### src/hw/rtl/lrg_pkg.sv
// Shared types, constants and cell-update functions for the Life row generation step unit.
`default_nettype none

package lrg_pkg;

  // Grid geometry.
  localparam int ROW_CELLS = 64;
  localparam int MAX_ROWS  = 1024;

  // Field widths.
  localparam int WIDTH_W = 7;
  localparam int CNT_W   = $clog2(MAX_ROWS + 1);
  localparam int IDX_W   = 10;

  // Highest row index that can be reported.
  localparam int IDX_TOP = (MAX_ROWS - 1 < 1023) ? (MAX_ROWS - 1) : 1023;

  // Row width after reset.
  localparam int WIDTH_RESET = 64;

  // Job queue between the front and the back end.
  localparam int QDEPTH = 2;
  localparam int QPTR_W = 1;
  localparam int QCNT_W = 2;

  typedef logic [ROW_CELLS-1:0] row_t;
  typedef logic [WIDTH_W-1:0]   width_t;
  typedef logic [CNT_W-1:0]     cnt_t;
  typedef logic [IDX_W-1:0]     idx_t;
  typedef logic [QPTR_W-1:0]    qptr_t;
  typedef logic [QCNT_W-1:0]    qcnt_t;

  // One accepted request that produces at least one result.
  typedef struct packed {
    row_t upper;     // row two above the incoming one
    row_t middle;    // row just above the incoming one
    row_t row;       // incoming row, already masked
    cnt_t rows_seen; // rows taken in the frame before this one
    logic has_prev;  // a result for the row above is due
    logic last;      // incoming row closes the frame
  } lrg_job_t;

  // Queue status seen by both ends.
  typedef struct packed {
    logic full;
    logic empty;
  } lrg_qstat_t;

  // Mask of the cells in use for a given width.
  function automatic row_t used_mask(width_t w);
    row_t m;
    for (int j = 0; j < ROW_CELLS; j++) begin
      m[j] = ({1'b0, w} > 8'(j));
    end
    return m;
  endfunction

  // B3/S23 update of the middle row; cells outside the row are dead.
  function automatic row_t next_gen(row_t a, row_t m, row_t b);
    logic [ROW_CELLS+1:0] pa;
    logic [ROW_CELLS+1:0] pm;
    logic [ROW_CELLS+1:0] pb;
    logic [3:0]           cnt;
    row_t                 res;
    pa = {1'b0, a, 1'b0};
    pm = {1'b0, m, 1'b0};
    pb = {1'b0, b, 1'b0};
    for (int j = 0; j < ROW_CELLS; j++) begin
      cnt = {3'b000, pa[j]} + {3'b000, pa[j+1]} + {3'b000, pa[j+2]}
          + {3'b000, pm[j]} + {3'b000, pm[j+2]}
          + {3'b000, pb[j]} + {3'b000, pb[j+1]} + {3'b000, pb[j+2]};
      res[j] = (cnt == 4'd3) || (m[j] && (cnt == 4'd2));
    end
    return res;
  endfunction

  // Saturating conversion of a row count to a reported index.
  function automatic idx_t index_of(cnt_t c);
    if (c > cnt_t'(IDX_TOP)) begin
      return idx_t'(IDX_TOP);
    end
    return c[IDX_W-1:0];
  endfunction

endpackage

`default_nettype wire

### src/hw/rtl/lrg_ifs.sv
// Channel interfaces for row requests, result rows and the row width register.
`default_nettype none

interface lrg_in_if;
  import lrg_pkg::*;
  logic valid;
  logic ready;
  row_t row_cells;
  logic last_row;
  modport source (output valid, output row_cells, output last_row, input ready);
  modport sink (input valid, input row_cells, input last_row, output ready);
endinterface

interface lrg_out_if;
  import lrg_pkg::*;
  logic valid;
  logic ready;
  idx_t row_index;
  row_t new_row;
  row_t changed_mask;
  logic last_of_frame;
  modport source (output valid, output row_index, output new_row, output changed_mask,
                  output last_of_frame, input ready);
  modport sink (input valid, input row_index, input new_row, input changed_mask,
                input last_of_frame, output ready);
endinterface

interface lrg_cfg_if;
  import lrg_pkg::*;
  logic   valid;
  logic   ready;
  width_t row_width;
  modport source (output valid, output row_width, input ready);
  modport sink (input valid, input row_width, output ready);
endinterface

`default_nettype wire

### src/hw/rtl/lrg_front.sv
// Front end: accepts rows, keeps the two-row window and queues result jobs.
`default_nettype none

module lrg_front (
  input  logic                clk,
  input  logic                rst_n,
  lrg_in_if.sink              in_chan,
  input  lrg_pkg::row_t       mask,
  input  lrg_pkg::lrg_qstat_t qstat,
  output logic                push,
  output lrg_pkg::lrg_job_t   push_job
);
  import lrg_pkg::*;

  row_t upper_r, upper_nxt;
  row_t middle_r, middle_nxt;
  cnt_t cnt_r, cnt_nxt;
  row_t row_m;
  logic accept;

  assign in_chan.ready = !qstat.full;
  assign accept        = in_chan.valid && in_chan.ready;
  assign row_m         = in_chan.row_cells & mask;

  // A first row that is not also the last one only fills the window.
  assign push = accept && ((cnt_r != '0) || in_chan.last_row);

  always_comb begin
    push_job.upper     = upper_r;
    push_job.middle    = middle_r;
    push_job.row       = row_m;
    push_job.rows_seen = cnt_r;
    push_job.has_prev  = (cnt_r != '0);
    push_job.last      = in_chan.last_row;
  end

  always_comb begin
    upper_nxt  = upper_r;
    middle_nxt = middle_r;
    cnt_nxt    = cnt_r;
    if (accept) begin
      if (in_chan.last_row) begin
        upper_nxt  = '0;
        middle_nxt = '0;
        cnt_nxt    = '0;
      end else begin
        upper_nxt  = middle_r;
        middle_nxt = row_m;
        if (cnt_r < cnt_t'(MAX_ROWS)) begin
          cnt_nxt = cnt_r + cnt_t'(1);
        end
      end
    end
  end

  always_ff @(posedge clk) begin
    if (!rst_n) begin
      upper_r  <= '0;
      middle_r <= '0;
      cnt_r    <= '0;
    end else begin
      upper_r  <= upper_nxt;
      middle_r <= middle_nxt;
      cnt_r    <= cnt_nxt;
    end
  end

  // The row counter saturates and never runs past the frame limit.
  a_cnt_bound: assert property (@(posedge clk) disable iff (!rst_n)
    cnt_r <= cnt_t'(MAX_ROWS))
    else $error("row counter beyond limit");

endmodule

`default_nettype wire

### src/hw/rtl/lrg_queue.sv
// Short job queue that decouples the front end from the back end.
`default_nettype none

module lrg_queue (
  input  logic                 clk,
  input  logic                 rst_n,
  input  logic                 push,
  input  lrg_pkg::lrg_job_t    push_job,
  input  logic                 pop,
  output lrg_pkg::lrg_job_t    head_job,
  output lrg_pkg::lrg_qstat_t  qstat
);
  import lrg_pkg::*;

  lrg_job_t slot_r [QDEPTH];
  qptr_t    wr_ptr_r, wr_ptr_nxt;
  qptr_t    rd_ptr_r, rd_ptr_nxt;
  qcnt_t    count_r, count_nxt;

  assign qstat.full  = (count_r == qcnt_t'(QDEPTH));
  assign qstat.empty = (count_r == '0);
  assign head_job    = slot_r[rd_ptr_r];

  always_comb begin
    wr_ptr_nxt = push ? wr_ptr_r + qptr_t'(1) : wr_ptr_r;
    rd_ptr_nxt = pop ? rd_ptr_r + qptr_t'(1) : rd_ptr_r;
    count_nxt  = count_r + qcnt_t'(push) - qcnt_t'(pop);
  end

  always_ff @(posedge clk) begin
    if (push) begin
      slot_r[wr_ptr_r] <= push_job;
    end
  end

  always_ff @(posedge clk) begin
    if (!rst_n) begin
      wr_ptr_r <= '0;
      rd_ptr_r <= '0;
      count_r  <= '0;
    end else begin
      wr_ptr_r <= wr_ptr_nxt;
      rd_ptr_r <= rd_ptr_nxt;
      count_r  <= count_nxt;
    end
  end

  a_no_overflow: assert property (@(posedge clk) disable iff (!rst_n)
    push |-> !qstat.full)
    else $error("push into a full job queue");

  a_no_underflow: assert property (@(posedge clk) disable iff (!rst_n)
    pop |-> !qstat.empty)
    else $error("pop from an empty job queue");

  a_ptr_count: assert property (@(posedge clk) disable iff (!rst_n)
    (count_r == '0 || count_r == qcnt_t'(QDEPTH)) |-> (wr_ptr_r == rd_ptr_r))
    else $error("queue pointers disagree with fill count");

endmodule

`default_nettype wire

### src/hw/rtl/lrg_back.sv
// Back end: evaluates the next generation of a row and holds it in the output register.
`default_nettype none

module lrg_back (
  input  logic                clk,
  input  logic                rst_n,
  input  lrg_pkg::lrg_job_t   head_job,
  input  lrg_pkg::lrg_qstat_t qstat,
  input  lrg_pkg::row_t       mask,
  output logic                pop,
  lrg_out_if.source           out_chan
);
  import lrg_pkg::*;

  logic phase_r, phase_nxt;
  logic out_valid_r, out_valid_nxt;
  idx_t idx_r;
  row_t new_row_r;
  row_t changed_r;
  logic last_r;

  logic fire;
  logic second;
  row_t sel_above, sel_mid, sel_below;
  row_t nr;
  idx_t idx_sel;

  // The second result of a job describes the last row with a dead row below it.
  assign second = !head_job.has_prev || phase_r;
  assign fire   = !qstat.empty && (!out_valid_r || out_chan.ready);
  assign pop    = fire && (second || !head_job.last);

  always_comb begin
    sel_above = second ? head_job.middle : head_job.upper;
    sel_mid   = second ? head_job.row : head_job.middle;
    sel_below = second ? '0 : head_job.row;
    idx_sel   = second ? index_of(head_job.rows_seen)
                       : index_of(head_job.rows_seen - cnt_t'(1));
    nr        = next_gen(sel_above, sel_mid, sel_below) & mask;
  end

  always_comb begin
    phase_nxt     = phase_r;
    out_valid_nxt = out_valid_r;
    if (fire) begin
      phase_nxt     = !second && head_job.last;
      out_valid_nxt = 1'b1;
    end else if (out_chan.ready) begin
      out_valid_nxt = 1'b0;
    end
  end

  always_ff @(posedge clk) begin
    if (fire) begin
      idx_r     <= idx_sel;
      new_row_r <= nr;
      changed_r <= (nr ^ sel_mid) & mask;
      last_r    <= second;
    end
  end

  always_ff @(posedge clk) begin
    if (!rst_n) begin
      phase_r     <= 1'b0;
      out_valid_r <= 1'b0;
    end else begin
      phase_r     <= phase_nxt;
      out_valid_r <= out_valid_nxt;
    end
  end

  assign out_chan.valid         = out_valid_r;
  assign out_chan.row_index     = idx_r;
  assign out_chan.new_row       = new_row_r;
  assign out_chan.changed_mask  = changed_r;
  assign out_chan.last_of_frame = last_r;

  // The second half of a two-result job always has its job still at the queue head.
  a_phase_head: assert property (@(posedge clk) disable iff (!rst_n)
    phase_r |-> (!qstat.empty && head_job.last && head_job.has_prev))
    else $error("second result pending without its job");

endmodule

`default_nettype wire

### src/hw/rtl/life_row_generation_step_unit.sv
// Top level of the streamed Life (B3/S23) row generation step unit.
`default_nettype none

// One generation of Conway's Life, birth on three and survival on two or three live
// neighbors, with every cell outside the grid dead. A frame is streamed one row per
// request on in_chan, bit j being cell j; last_row marks its final row. The result for
// a row leaves on out_chan once the row below it has arrived, and the final row also
// yields its own result with last_of_frame set, so a frame of N rows gives N results
// with row_index counting from zero and saturating at 1023. changed_mask flags the
// cells that were born or died. The row width register on cfg_chan (reset 64) limits
// the cells in use; cells at and above it read as dead and come out as zero. Write it
// only while no frame is in flight; it is always ready. The block takes one request per
// cycle while the job queue is not full: the front end keeps the two rows above the
// incoming one and places a job in a two-entry queue, and the back end evaluates all
// cells of a row combinationally into the output register. The last row of a frame,
// unless it is also the first, gives two results in turn through the single evaluation
// unit; a first row that is not the last produces nothing and only fills the window.
// A request's first result is held in the job queue, then in the output register.
module life_row_generation_step_unit (
  input  logic       clk,
  input  logic       rst_n,
  lrg_in_if.sink     in_chan,
  lrg_out_if.source  out_chan,
  lrg_cfg_if.sink    cfg_chan
);
  import lrg_pkg::*;

  width_t     width_r;
  row_t       mask;
  logic       push;
  logic       pop;
  lrg_job_t   push_job;
  lrg_job_t   head_job;
  lrg_qstat_t qstat;

  // The width register accepts a write in every cycle.
  assign cfg_chan.ready = 1'b1;

  always_ff @(posedge clk) begin
    if (!rst_n) begin
      width_r <= width_t'(WIDTH_RESET);
    end else if (cfg_chan.valid) begin
      width_r <= cfg_chan.row_width;
    end
  end

  // Used-cell mask shared by both ends; widths past the row act as a full row.
  assign mask = used_mask(width_r);

  lrg_front u_front (
    .clk      (clk),
    .rst_n    (rst_n),
    .in_chan  (in_chan),
    .mask     (mask),
    .qstat    (qstat),
    .push     (push),
    .push_job (push_job)
  );

  lrg_queue u_queue (
    .clk      (clk),
    .rst_n    (rst_n),
    .push     (push),
    .push_job (push_job),
    .pop      (pop),
    .head_job (head_job),
    .qstat    (qstat)
  );

  lrg_back u_back (
    .clk      (clk),
    .rst_n    (rst_n),
    .head_job (head_job),
    .qstat    (qstat),
    .mask     (mask),
    .pop      (pop),
    .out_chan (out_chan)
  );

endmodule

`default_nettype wire
### src/flat_wrapper.sv
// flat-port wrapper written by rule: the top's interface ports become plain ports
module life_row_generation_step_unit_flat import lrg_pkg::*;
  (clk, rst_n, in_chan_valid, in_chan_row_cells, in_chan_last_row, in_chan_ready, out_chan_valid, out_chan_row_index, out_chan_new_row, out_chan_changed_mask, out_chan_last_of_frame, out_chan_ready, cfg_chan_valid, cfg_chan_row_width, cfg_chan_ready);
  lrg_in_if in_chan_i ();
  lrg_out_if out_chan_i ();
  lrg_cfg_if cfg_chan_i ();
  input  logic clk;
  input  logic rst_n;
  input wire logic [$bits(in_chan_i.valid)-1:0] in_chan_valid;
  input wire logic [$bits(in_chan_i.row_cells)-1:0] in_chan_row_cells;
  input wire logic [$bits(in_chan_i.last_row)-1:0] in_chan_last_row;
  output wire logic [$bits(in_chan_i.ready)-1:0] in_chan_ready;
  output wire logic [$bits(out_chan_i.valid)-1:0] out_chan_valid;
  output wire logic [$bits(out_chan_i.row_index)-1:0] out_chan_row_index;
  output wire logic [$bits(out_chan_i.new_row)-1:0] out_chan_new_row;
  output wire logic [$bits(out_chan_i.changed_mask)-1:0] out_chan_changed_mask;
  output wire logic [$bits(out_chan_i.last_of_frame)-1:0] out_chan_last_of_frame;
  input wire logic [$bits(out_chan_i.ready)-1:0] out_chan_ready;
  input wire logic [$bits(cfg_chan_i.valid)-1:0] cfg_chan_valid;
  input wire logic [$bits(cfg_chan_i.row_width)-1:0] cfg_chan_row_width;
  output wire logic [$bits(cfg_chan_i.ready)-1:0] cfg_chan_ready;
  assign in_chan_i.valid = in_chan_valid;
  assign in_chan_i.row_cells = in_chan_row_cells;
  assign in_chan_i.last_row = in_chan_last_row;
  assign in_chan_ready = in_chan_i.ready;
  assign out_chan_valid = out_chan_i.valid;
  assign out_chan_row_index = out_chan_i.row_index;
  assign out_chan_new_row = out_chan_i.new_row;
  assign out_chan_changed_mask = out_chan_i.changed_mask;
  assign out_chan_last_of_frame = out_chan_i.last_of_frame;
  assign out_chan_i.ready = out_chan_ready;
  assign cfg_chan_i.valid = cfg_chan_valid;
  assign cfg_chan_i.row_width = cfg_chan_row_width;
  assign cfg_chan_ready = cfg_chan_i.ready;
  life_row_generation_step_unit u_core (.clk(clk), .rst_n(rst_n), .in_chan(in_chan_i), .out_chan(out_chan_i), .cfg_chan(cfg_chan_i));
endmodule
### config.mk
export PLATFORM = sky130hd
export DESIGN_NAME = life_row_generation_step_unit_flat
export DESIGN_NICKNAME = d
export VERILOG_FILES = /design/src/hw/rtl/lrg_pkg.sv /design/src/hw/rtl/lrg_ifs.sv /design/src/hw/rtl/lrg_front.sv /design/src/hw/rtl/lrg_queue.sv /design/src/hw/rtl/lrg_back.sv /design/src/hw/rtl/life_row_generation_step_unit.sv /design/src/flat_wrapper.sv
export SDC_FILE = /design/constraint.sdc
export NUM_CORES = 2
export LEC_CHECK = 0
export ABC_AREA = 1
export BUFFER_PORTS_ARGS = -buffer_cell sky130_fd_sc_hd__buf_2
export CAP_MARGIN = 40
export CORE_UTILIZATION = 49
export CTS_BUF_LIST = sky130_fd_sc_hd__clkbuf_8 sky130_fd_sc_hd__clkbuf_16
export CTS_CLUSTER_DIAMETER = 200
export DETAILED_ROUTE_END_ITERATION = 12
export PLACE_DENSITY = 0.7
export SLEW_MARGIN = 20
export SYNTH_ARGS = -nofsm -noshare
export SYNTH_HDL_FRONTEND = slang
export SYNTH_SLANG_ARGS = --single-unit
export TNS_END_PERCENT = 20
### constraint.sdc
create_clock -name clk -period 15.1 [get_ports clk]
set_clock_uncertainty 0.05 [all_clocks]
set_input_delay 1.51 -clock clk [delete_from_list [all_inputs] [get_ports clk]]
set_output_delay 1.51 -clock clk [all_outputs]
set_load 0.02 [all_outputs]
# --- Word-level counts from Yosys, hierarchy flattened ---
# Memories as Yosys holds them, arrays and structs flattened. A register that Yosys moved wholly into a read port is not among the register bits.
# Index checks and enable logic that the tools add are counted.
totals:
  mem_bits_rw: 410
  inputBits: 77
  mem_count: 1
  rom_bits: 0
  reg_bits: 291
  elab_cells: 829
  latch_bits: 0
  out_inout_bits: 142
mem_list:
  columns: ["memory", "words", "word_bits", "read_ports", "rd_ports_with_merged_regs", "wr", "line_no", "source"]
  rows:
  - ["u_core.u_queue.slot_r", 2, 205, 1, 1, 1, "lrg_queue.sv:15", "lrg_job_t slot_r [QDEPTH];"]
op_classes:
  n_addsub: 447
  n_eq_ne: 129
  n_mux: 20
  order_cmp: 67
  shift: 0
  reduce_logical: 148
  multipliers: 0
  bitwise_logic: 4
  n_div: 0
op_table:
  columns: ["operator", "count"]
  rows:
  - ["adder 4 x 1 -> 4 bit", 252]
  - ["equality test 4 x 2 -> 1 bit, second input constant", 128]
  - ["2-to-1 mux 64 bit", 5]
  - ["adder 3 x 1 -> 4 bit", 63]
  - ["> comparator 7 x 6 -> 1 bit, second input constant", 32]
  - ["bitwise AND 64 bit", 3]
  - ["adder 2 x 1 -> 3 bit", 63]
  - ["adder 1 x 1 -> 2 bit", 63]
  - ["> comparator 7 x 5 -> 1 bit, second input constant", 16]
  - ["logical AND 1 bit", 69]
  - ["logical OR 1 bit", 68]
  - ["XOR 64 bit", 1]
  - ["> comparator 7 x 4 -> 1 bit, second input constant", 8]
  - ["2-to-1 mux 10 bit", 5]
  - ["> comparator 7 x 3 -> 1 bit, second input constant", 4]
  - ["> comparator 11 x 10 -> 1 bit, second input constant", 2]
  - ["2-to-1 mux 11 bit", 2]
  - ["> comparator 7 x 1 -> 1 bit, second input constant", 2]
  - ["> comparator 7 x 2 -> 1 bit, second input constant", 2]
  - ["adder 11 x 1 -> 11 bit, second input constant", 1]
  - ["< comparator 11 bit, second input constant", 1]
  - ["nonzero test 11 bit", 1]
  - ["subtractor 11 x 1 -> 11 bit, second input constant", 1]
  - ["2-to-1 mux 1 bit", 8]
  - ["other kinds (8)", 15]

# --- Logic depth before layout (Yosys ltp) ---
logic_depth:
  depth_word: 16
  ltp_mapped: 25
  depth_no_buf: 21

# --- By module ---
# From an unflattened synthesis, not the netlist that was laid out.
hier_totals:
  cells_unflattened: 3442
  area_unflattened_um2: 39379.0
by_module_without_submodules:
  columns: ["mod", "instances", "cells_per_inst", "area_each_um2", "seq_area_each_um2"]
  rows:
  - ["lrg_back", 1, 1841, 17386.7, 4214.0]
  - ["lrg_queue", 1, 672, 15640.0, 12411.9]
  - ["lrg_front", 1, 757, 5519.0, 2782.7]
  - ["life_row_generation_step_unit", 1, 172, 833.3, 140.1]

# --- Worst setup path after synthesis ---
# OpenSTA, ideal clock, no wires.
synth_path:
  path_kind: "input port to flip-flop"
  startpoint: "input in_chan_valid"
  endpoint: "memory u_core.u_queue.slot_r[0][0] in the netlist's numbering (enable)"
  path_buffers: 0
  setup_time_ns: 0.777
  path_stages: 5
  required_time_ns: 14.273
  slack_ns: 3.809
  t_arrival_ns: 10.463
  cell_sequence: "nand2_1 -> inv_1 -> o21a_1 -> inv_1 -> nor2_1"
synth_via:
  elab_chain_len: 4
synth_lines:
  columns: ["element", "line_no", "source"]
  rows:
  - ["start, declared", "flat_wrapper.sv:9", "input wire logic [$bits(in_chan_i.valid)-1:0] in_chan_valid;"]
  - ["logical AND 1 bit", "lrg_front.sv:22", "assign accept = in_chan.valid && in_chan.ready;"]
  - ["logical AND 1 bit", "lrg_front.sv:26", "assign push = accept && ((cnt_r != '0) || in_chan.last_row);"]
  - ["2-to-1 mux 1 bit", "lrg_queue.sv:31", "if (push) begin"]
  - ["2-to-1 mux 1 bit (not written as such)", "lrg_queue.sv:32", "slot_r[wr_ptr_r] <= push_job;"]
  - ["end, declared", "lrg_queue.sv:15", null]
# Every way passes these cells.

==> out/metrics.yaml <==
run_status:
  status: "finished clean"
floorplanning:
  core_area_um2: 77300
  io_pins: 219
  dieWidth_um: 281
  start_util: 0.494
  die-area_um2: 79100
  fp-row-count: 102
  die_h_um: 281
cts:
  h-tree-depth: 3
  cts_inserted_buffers: 78
  clock-root-buffer: "clkbuf_16"
  cts_tree: "yes"
  hold_buffers: 0
  cts.sinks: 702
  cts_setup_buffers: 0
  cts_buffer_depth: 3
  worstSkewPairLatency_ns: 0.63
  cts_resized: 0
  clk_pin_slew_worst_paths_ns: 0.06
timing:
  slew_viol_final: 0
  max_freq_ghz: 0.148
  setup_violations: 0
  max_slew.worst_pin.slew_ns: 0.903
  period_share: 0.447
  min_period_ns: 6.75
  hold_viol_final: 0
  setup_tns_ns: 0
  rsz0062_at_grt: "no"
  relSlewSlack: 0.398
logic_synthesis:
  synthArstFlopShare: 0
  avgSynthCellArea_um2: 10.8
  ys_ff_latch: 702
  ys_seq_area_frac: 0.512
  synth_fp_nets: 4062
  ys.flop_type: "edfxtp_1"
  synth-edff-count: 549
  post_synth_num_cell_types: 47
  syn_area_um2: 38200
  yosys_warnings: 0
  synth_cells: 3538
setup_path:
  critical_path_class: "reg -> reg"
  slowest_stage: "buf_4"
  path_cells: "buf_16 -> buf_4 -> inv_6 -> o21ai_4 -> buf_4 -> buf_4 -> o21ai_0 -> fa_1 -> fa_1 -> fa_1 -> ha_1 -> fa_1 -> o2bb2ai_1 -> nand3_1 -> nor2_1 -> mux2i_1 -> nor2_1"
  cp.required_ns: 15.50
  cp_slowest_stage_delay_ns: 0.63
  cp_max_fo: 81
  critPathCaptureType: "flop"
  cp_common_cell: "fa_1"
  cp_num_buf_inv: 5
  cp-start-kind: "flop"
  crit_family: "buffers and inverters"
  worstPathArrival_ns: 7.15
drt:
  drc: 0
  antenna_left: 0
  wl_per_cell_um: 18.1
  first_pass_iters: 6
  vias: 25800
  drtIter0Drc: 1974
  drt-total-wl_um: 87600
  viasPerCell: 5.31
final_layout:
  drive_above_1_share: 0.113
  diodes: 0
  nNetsFinal: 4269
  n_fill_cell: 6620
  area_growth_pct: 12.7
global_routing:
  grt_overflow: 0
  grt_pass1_wl_um: 139000
  grt_antenna_before_repair: 0
  grt_max_degree: 142
  grt_usage: 0.227
  grt_pass1_vias: 25500
job:
  drv_cap: 0
place:
  dp_hpwl_um: 61200
  routabilityCongestion: 0.858
  portBuffers: 217
min_path:
  hold_class: "reg -> reg"
-- placed cells by master (no fill, tap or decap), drive strengths merged, types with 27 or more instances in the layout --
master  netlist  layout
dfxtp       153     153
fa          252     252
o211ai       31      31
a31oi        63      63
edfxtp      549     549
a21oi       191     191
nor2        378     378
clkbuf       60      91
ha          195     195
nand2       941     941
mux2i        55      55
inv         234     260
o21ai       158     158
nand3        27      27
xor2         39      39
buf          64     251
-- state kept, by name, summed over array words and instances (netlist names), named ones only --
signal / cells
u_core.u_queue.slot_r: 410
u_core.u_queue.wr_ptr_r: 1
u_core.u_front.upper_r: 64
u_core.u_front.cnt_r: 11
u_core.u_queue.rd_ptr_r: 1
u_core.width_r: 7
u_core.u_back.out_chan.changed_mask: 64
u_core.u_back.out_chan.last_of_frame: 1
u_core.u_back.out_chan.new_row: 64
u_core.u_front.middle_r: 64
u_core.u_back.out_chan.valid: 1
u_core.u_back.phase_r: 1
u_core.u_queue.count_r: 2
u_core.u_back.out_chan.row_index: 10
-- metal layers --
metal	global-route usage	vias to the layer above	wire length, µm	share of wire
met4	0.0700	0	2130	0.024
li1	-	12400	-	-
met3	0.0287	110	5050	0.058
met2	0.381	716	42700	0.49
met5	0	-	0	0
met1	0.306	12600	37800	0.43
-- metrics by stage --
step           area (µm²)  std cells  hold WS, ns  worst slack (ns)  utilization
3_3_place_gp        40100       4689        0.377              8.05        0.519
4_1_cts             42900       4845        0.390              8.04        0.555
2_1_floorplan       38200       3538        0.375              3.81            -
6_report            43000       4850        0.392              8.35        0.557
3_5_place_dp        40300       4700        0.384              8.06        0.521
5_1_grt             43000       4850        0.411              7.99        0.557
-- synth_stat cells (all sizes together), types with 27 or more instances --
| cell type | count | share of area |
|---|---|---|
| edfxtp | 549 | 0.43 |
| nor2 | 378 | 0.038 |
| buf | 64 | 0.011 |
| nand3 | 27 | 0.0037 |
| dfxtp | 153 | 0.080 |
| ha | 195 | 0.064 |
| mux2i | 55 | 0.015 |
| xor2 | 39 | 0.0094 |
| clkbuf | 60 | 0.0059 |
| nand2 | 941 | 0.092 |
| o21ai | 158 | 0.025 |
| fa | 252 | 0.13 |
| inv | 234 | 0.023 |
| a31oi | 63 | 0.010 |
| a21oi | 191 | 0.025 |
| o211ai | 31 | 0.0061 |
-- cell families (layout without fill, tap and decap cells) --
logic type                 Yosys count  count (layout)  share of synthesized area
other                                1               1                  0.0000982
xor gates and xnor gates            39              39                    0.00943
adders and majority gates          447             447                      0.196
and+or+nand+nor                   1404            1404                      0.143
DFF                                702             702                      0.512
AOI/OAI and AO/OA                  530             530                     0.0844
muxes                               55              55                     0.0147
buffers and inverters              360             632                     0.0403
-- path summary, 6_finish.rpt --
check	start	endpoint	slack [ns]	cells after the start
min reg2reg	u_core.u_queue.rd_ptr_r$_SDFFE_PN0P_	flop	0.39	1
max reg2reg	flop	u_core.u_back.out_chan.changed_mask[2]$_DFFE_PP_	8.35	17
max	flop	u_core.u_back.out_chan.changed_mask[2]$_DFFE_PP_	8.35	17
min	u_core.u_queue.rd_ptr_r$_SDFFE_PN0P_	flop	0.39	1
-- final cells by class --
type                       instances  area [µm²]  share of cell area
clock buffer                      91        2150              0.0500
clock inverter                    54         449              0.0104
inverter                         236         908              0.0211
multi-input combinational       2476       17100               0.398
sequential                       702       19600               0.454
tap                             1040        1300              0.0302
timing repair buffer             251        1530              0.0356
Power is left out: the tool's default activity adds up to more than one toggle a clock period on the data nets, which glitch-free logic cannot reach.
